## src/rtl/ocpu_pkg.sv

```systemverilog
// Shared types and constants for the off-CPU time accumulator.
`timescale 1ns / 1ps
package ocpu_pkg;
  localparam int ID_W      = 23;
  localparam int IDS_W     = 2 * ID_W;
  localparam int US_W      = 55;
  localparam int NS_PER_US = 1000;
  localparam int DEF_START_ENTRIES = 1024;
  localparam int DEF_COUNT_ENTRIES = 1024;

  typedef struct packed {
    logic [ID_W-1:0] out_thread;
    logic [ID_W-1:0] out_process;
    logic [ID_W-1:0] in_thread;
    logic [ID_W-1:0] in_process;
    logic [63:0]     now_ns;
    logic [63:0]     user_stack;
    logic [63:0]     kernel_stack;
    logic [63:0]     name_low;
    logic [63:0]     name_high;
  } in_t;

  typedef struct packed {
    logic            start_recorded;
    logic            start_dropped;
    logic            time_added;
    logic            counter_dropped;
    logic [US_W-1:0] interval_us;
    logic [63:0]     total_us;
  } out_t;

  typedef struct packed {
    logic [IDS_W-1:0] ids;
    logic [63:0]      stamp;
    logic [63:0]      user_stack;
    logic [63:0]      kernel_stack;
    logic [63:0]      name_low;
    logic [63:0]      name_high;
  } srec_t;

  typedef struct packed {
    logic [IDS_W-1:0] ids;
    logic [63:0]      user_stack;
    logic [63:0]      kernel_stack;
    logic [63:0]      name_low;
    logic [63:0]      name_high;
    logic [63:0]      total;
  } crec_t;
endpackage

```

## src/rtl/ocpu_div.sv

```systemverilog
// Interval divider: 64-bit value by the ns-per-us constant, one 16-bit digit per cycle.
`timescale 1ns / 1ps
module ocpu_div (
  input  logic        clk,
  input  logic        rst_n,
  input  logic        go,
  input  logic [63:0] dividend,
  output logic        done,
  output logic [63:0] quotient
);
  localparam int RW = $clog2(ocpu_pkg::NS_PER_US);
  localparam int DW = 16;
  localparam int XW = RW + DW;
  localparam int SH = XW + RW;
  localparam int MW = SH - RW + 1;
  // ceil(2^SH / divisor): exact for every XW-bit partial dividend
  localparam logic [63:0] RECIP = ((64'd1 << SH) + 64'(ocpu_pkg::NS_PER_US) - 64'd1)
                                  / 64'(ocpu_pkg::NS_PER_US);

  logic [RW-1:0]    rem_r, rem_nxt;
  logic [63:0]      q_r, q_nxt;
  logic [1:0]       cnt_r;
  logic             run_r, done_r;
  logic [XW-1:0]    x, back, diff;
  logic [XW+MW-1:0] prod;
  logic [DW-1:0]    qd;

  always_comb begin
    x       = {rem_r, q_r[63:64-DW]};
    prod    = {{MW{1'b0}}, x} * {{XW{1'b0}}, RECIP[MW-1:0]};
    qd      = prod[SH+DW-1:SH];
    back    = XW'(qd) * XW'(ocpu_pkg::NS_PER_US);
    diff    = x - back;
    rem_nxt = diff[RW-1:0];
    q_nxt   = {q_r[63-DW:0], qd};
  end

  always_ff @(posedge clk) begin
    if (!rst_n) begin
      run_r  <= 1'b0;
      done_r <= 1'b0;
      cnt_r  <= '0;
    end else begin
      done_r <= 1'b0;
      if (go) begin
        run_r <= 1'b1;
        cnt_r <= '0;
        rem_r <= '0;
        q_r   <= dividend;
      end else if (run_r) begin
        rem_r <= rem_nxt;
        q_r   <= q_nxt;
        cnt_r <= cnt_r + 2'd1;
        if (cnt_r == 2'd3) begin
          run_r  <= 1'b0;
          done_r <= 1'b1;
        end
      end
    end
  end

  assign done     = done_r;
  assign quotient = q_r;
endmodule
```

## config.mk

```make
export PLATFORM = sky130hd
export DESIGN_NAME = ocpu_div
export DESIGN_NICKNAME = d
export VERILOG_FILES = /design/src/rtl/ocpu_pkg.sv /design/src/rtl/ocpu_div.sv
export SDC_FILE = /design/constraint.sdc
export NUM_CORES = 1
export LEC_CHECK = 0
export ABC_AREA = 0
export BUFFER_PORTS_ARGS = -buffer_cell sky130_fd_sc_hd__buf_2
export CAP_MARGIN = 20
export CELL_PAD_IN_SITES_DETAIL_PLACEMENT = 1
export CELL_PAD_IN_SITES_GLOBAL_PLACEMENT = 2
export CORE_MARGIN = 1.5
export CORE_UTILIZATION = 25
export DETAILED_ROUTE_END_ITERATION = 12
export PLACE_DENSITY_LB_ADDON = 0.1
export SETUP_SLACK_MARGIN = 0.05
export SYNTH_ARGS = -nofsm -noshare
export SYNTH_HDL_FRONTEND = slang
export SYNTH_SLANG_ARGS = --single-unit
```

## constraint.sdc

```tcl
create_clock -name clk -period 10.3 [get_ports clk]
set_input_delay 1.03 -clock clk [delete_from_list [all_inputs] [get_ports clk]]
set_output_delay 1.03 -clock clk [all_outputs]
set_load 0.01 [all_outputs]
```

==> summary.json <==
{
  "use_met2": {"value": 0.2820},
  "yosys.cell_types.count": {"value": 64},
  "gr-total-overflow": {"value": 0},
  "floorplan.initialDensity": {"value": 0.2538},
  "cts.sinks": {"value": 78},
  "yosys_warnings": {"value": 0},
  "first_global_vias": {"value": 10870},
  "gr-usage-met3": {"value": 0.02021},
  "grt_first_pass_wirelength": {"value": 69310, "unit": "um"},
  "hold_start": {"value": "cnt_r[1]"},
  "timing.critical_path.fanout_max": {"value": 4},
  "min_path_type": {"value": "reg -> reg"},
  "top_level_pins": {"value": 132},
  "stdcell_count": {"value": 2257},
  "timing.critical_path.mode_cell": {"value": "sky130_fd_sc_hd__fa_1"},
  "crit_path_top_delay_cell": {"value": "sky130_fd_sc_hd__fa_1"},
  "remaining_antenna_violation_count_after_routing": {"value": 0},
  "mostFrequentLayoutCell": {"value": "sky130_fd_sc_hd__inv_1"},
  "yosysTopAreaCellShare": {"value": 0.3066},
  "place.gp.congestion": {"value": 0.8186},
  "drv.max_cap_violation_count": {"value": 0},
  "worst_ep_arrival_time": {"value": 9.99, "unit": "ns"},
  "run_status": {"value": "finished, final reports clean"},
  "startpoint": {"value": "quotient[59]"},
  "drt_pre_antenna_iters": {"value": 7},
  "grt_most_used_layer": {"value": "met2"},
  "mostFrequentLayoutCells": {"value": "420 x sky130_fd_sc_hd__inv_1, 285 x sky130_fd_sc_hd__ha_1, 215 x sky130_fd_sc_hd__fa_1"},
  "routed_length_per_instance": {"value": 20.41, "unit": "um"},
  "worstSkewPairLatency": {"value": 0.35, "unit": "ns"},
  "remaining_drc_errors": {"value": 0},
  "path_clk_slew": {"value": 0.07, "unit": "ns"},
  "cts.htree.levels": {"value": 3},
  "detailed_place_hpwl": {"value": 40910, "unit": "um"},
  "final_report_hold_violation_count": {"value": 0},
  "synth-main-ff-cell": {"value": "sky130_fd_sc_hd__edfxtp_1"},
  "worst-r2r-setup-slack": {"value": 0.49, "unit": "ns"},
  "grt_use_met1": {"value": 0.2246},
  "synth_top_cell_by_area": {"value": "sky130_fd_sc_hd__fa_1"},
  "start_kind": {"value": "flip-flop"},
  "dieArea": {"value": 57590, "unit": "um2"},
  "worst_path_largest_cell_delay": {"value": 0.55, "unit": "ns"},
  "timing.critical_path.required": {"value": 10.47, "unit": "ns"},
  "postCtsHoldBufs": {"value": 0},
  "tritoncts.num_buffers": {"value": 9},
  "fin_worst_skew": {"value": 0.01297, "unit": "ns"},
  "synth-seq-area-share": {"value": 0.1640},
  "clock.fmax": {"value": 0.1019, "unit": "GHz"},
  "critical_path_class": {"value": "reg -> reg"},
  "rr_worst_depth": {"value": 35},
  "synthesis.area": {"value": 14040, "unit": "um2"},
  "worstReg2RegEnd": {"value": "rem_r[9]"},
  "fin_nets": {"value": 2072},
  "rows": {"value": 86},
  "r2r-start": {"value": "quotient[59]"},
  "postSynthCellCount": {"value": 1317},
  "detail_route.vias_per_cell": {"value": 4.179},
  "final_layout_size_suffix_gt1_frac": {"value": 0.1862},
  "clk_path_buf_depth": {"value": 2},
  "die_height": {"value": 240.0, "unit": "um"},
  "design.core.area": {"value": 55310, "unit": "um2"},
  "cts_tree": {"value": "yes"},
  "dr_total_vias": {"value": 9431},
  "total_global_routing_track_utilization": {"value": 0.1663},
  "layout-area-overhead-vs-synth": {"value": 16.73, "unit": "%"},
  "layout_worst_path_cycle_share": {"value": 0.9528},
  "worst_setup_path_end_kind": {"value": "flip-flop"},
  "actual_slew_at_the_worst_max_slew_pin": {"value": 0.7568, "unit": "ns"},
  "antenna_diode_count": {"value": 0},
  "route.final.wire_length": {"value": 46070, "unit": "um"},
  "hold-path-endpoint": {"value": "cnt_r[1]"},
  "place_inst": {"value": 2234},
  "detail_route.iter0.violations": {"value": 350},
  "maxSlewViolCount": {"value": 0},
  "syn_nets": {"value": 1885},
  "grt_start_max_net_pins": {"value": 54},
  "port_buffers": {"value": 131},
  "post_layout_minimum_cycle_time": {"value": 9.814, "unit": "ns"},
  "asyncSetResetFlopFracSynth": {"value": 0},
  "avgSynthCellArea": {"value": 10.66, "unit": "um2"},
  "synth_top_cells_by_area": {"value": "sky130_fd_sc_hd__fa_1 31%, sky130_fd_sc_hd__ha_1 25%, sky130_fd_sc_hd__edfxtp_1 16%, sky130_fd_sc_hd__inv_1 11%, sky130_fd_sc_hd__mux2_2 4.2%"},
  "hold_depth": {"value": 2},
  "synth_edf_count": {"value": 74},
  "slew_headroom": {"value": 0.4924},
  "root_buffer": {"value": "sky130_fd_sc_hd__clkbuf_16"},
  "fin_worst_hold_slack": {"value": 0.5087, "unit": "ns"},
  "synth.ff_latch_count": {"value": 78},
  "number_of_endpoints_failing_setup_at_the_final_stage": {"value": 0},
  "die_w": {"value": 240.0, "unit": "um"},
  "antenna_violations_before_repair": {"value": 1}
}
-- repair_timing --
item	in CTS	in global routing
resized for setup	0	8
setup buffers	0	7
endpoints found under the setup margin	0	2
-- per-stage QoR --
step	area [um2]	setup WS [ns]	util	TNS, ns
detailed placement	15990	0.2159	0.2891	0
global placement	15960	0.3969	0.2886	0
CTS	16290	0.2089	0.2945	0
global route	16390	-0.03123	0.2963	-0.03123
floorplan	14040	0.7585	-	0
finish	16390	0.4863	0.2963	0
-- critical path: cells and delay by family (launching register included) --
| kind | cells | cell delay, ns |
|---|---|---|
| xor+xnor | 2 | 0.29 |
| fa+ha+maj | 14 | 6.05 |
| buf+inv | 7 | 0.54 |
| flops | 1 | 0.35 |
| compound gates | 7 | 1.17 |
| simple gates | 5 | 1.20 |
-- synth_stat cells, types with 11 or more instances --
library cell / number
sky130_fd_sc_hd__a21o_1: 19
sky130_fd_sc_hd__a21oi_1: 20
sky130_fd_sc_hd__clkbuf_1: 11
sky130_fd_sc_hd__edfxtp_1: 74
sky130_fd_sc_hd__fa_1: 215
sky130_fd_sc_hd__ha_1: 286
sky130_fd_sc_hd__inv_1: 420
sky130_fd_sc_hd__mux2_2: 52
sky130_fd_sc_hd__nand2_1: 31
sky130_fd_sc_hd__nor2_1: 28
sky130_fd_sc_hd__o21ai_0: 13
sky130_fd_sc_hd__xnor2_1: 15
-- kinds of logic (layout without fill, tap and decap cells) --
family,Yosys count,in the layout,synth area share
AO/OA/AOI/OAI,111,111,0.05615
XOR/XNOR,22,22,0.01533
adder cells (fa/ha/maj),502,502,0.5622
buffers and inverters,436,628,0.1174
flip-flops,78,78,0.1640
multiplexers,56,56,0.04465
AND/OR/NAND/NOR,112,112,0.04028
-- metal layers --
metal	part of all wire	wire, um
met1	0.46	21340
met2	0.48	22080
met3	0.035	1622
met4	0.022	1024
met5	0	0
-- layout make-up --
cell class / instances / area, um2
fill: 6398 / 38920
multi-input combinational: 803 / 10140
sequential: 78 / 2302
inverter: 421 / 1580
timing repair buffer: 191 / 1129
tap: 748 / 935.9
clock buffer: 10 / 229.0
clock inverter: 6 / 70.07
-- flip-flops by register name, indices dropped and copies added (netlist names) --
signal / cells
done: 1
cnt_r: 2
rem_r: 10
quotient: 64
run_r: 1
-- worst max-delay path by stage --
| stage | endpoint | slack [ns] |
|---|---|---|
| 3_5_place_dp | rem_r[9] | 0.22 |
| 3_3_place_gp | rem_r[9] | 0.40 |
| 4_1_cts | rem_r[9] | 0.21 |
| 2_1_floorplan | rem_r[9] | 0.76 |
| 5_1_grt | rem_r[9] | -0.03 |
| 6_report | rem_r[9] | 0.49 |
Power is not shown: default switching activity piles up to over one toggle a cycle in this logic, so the estimate is an artifact.
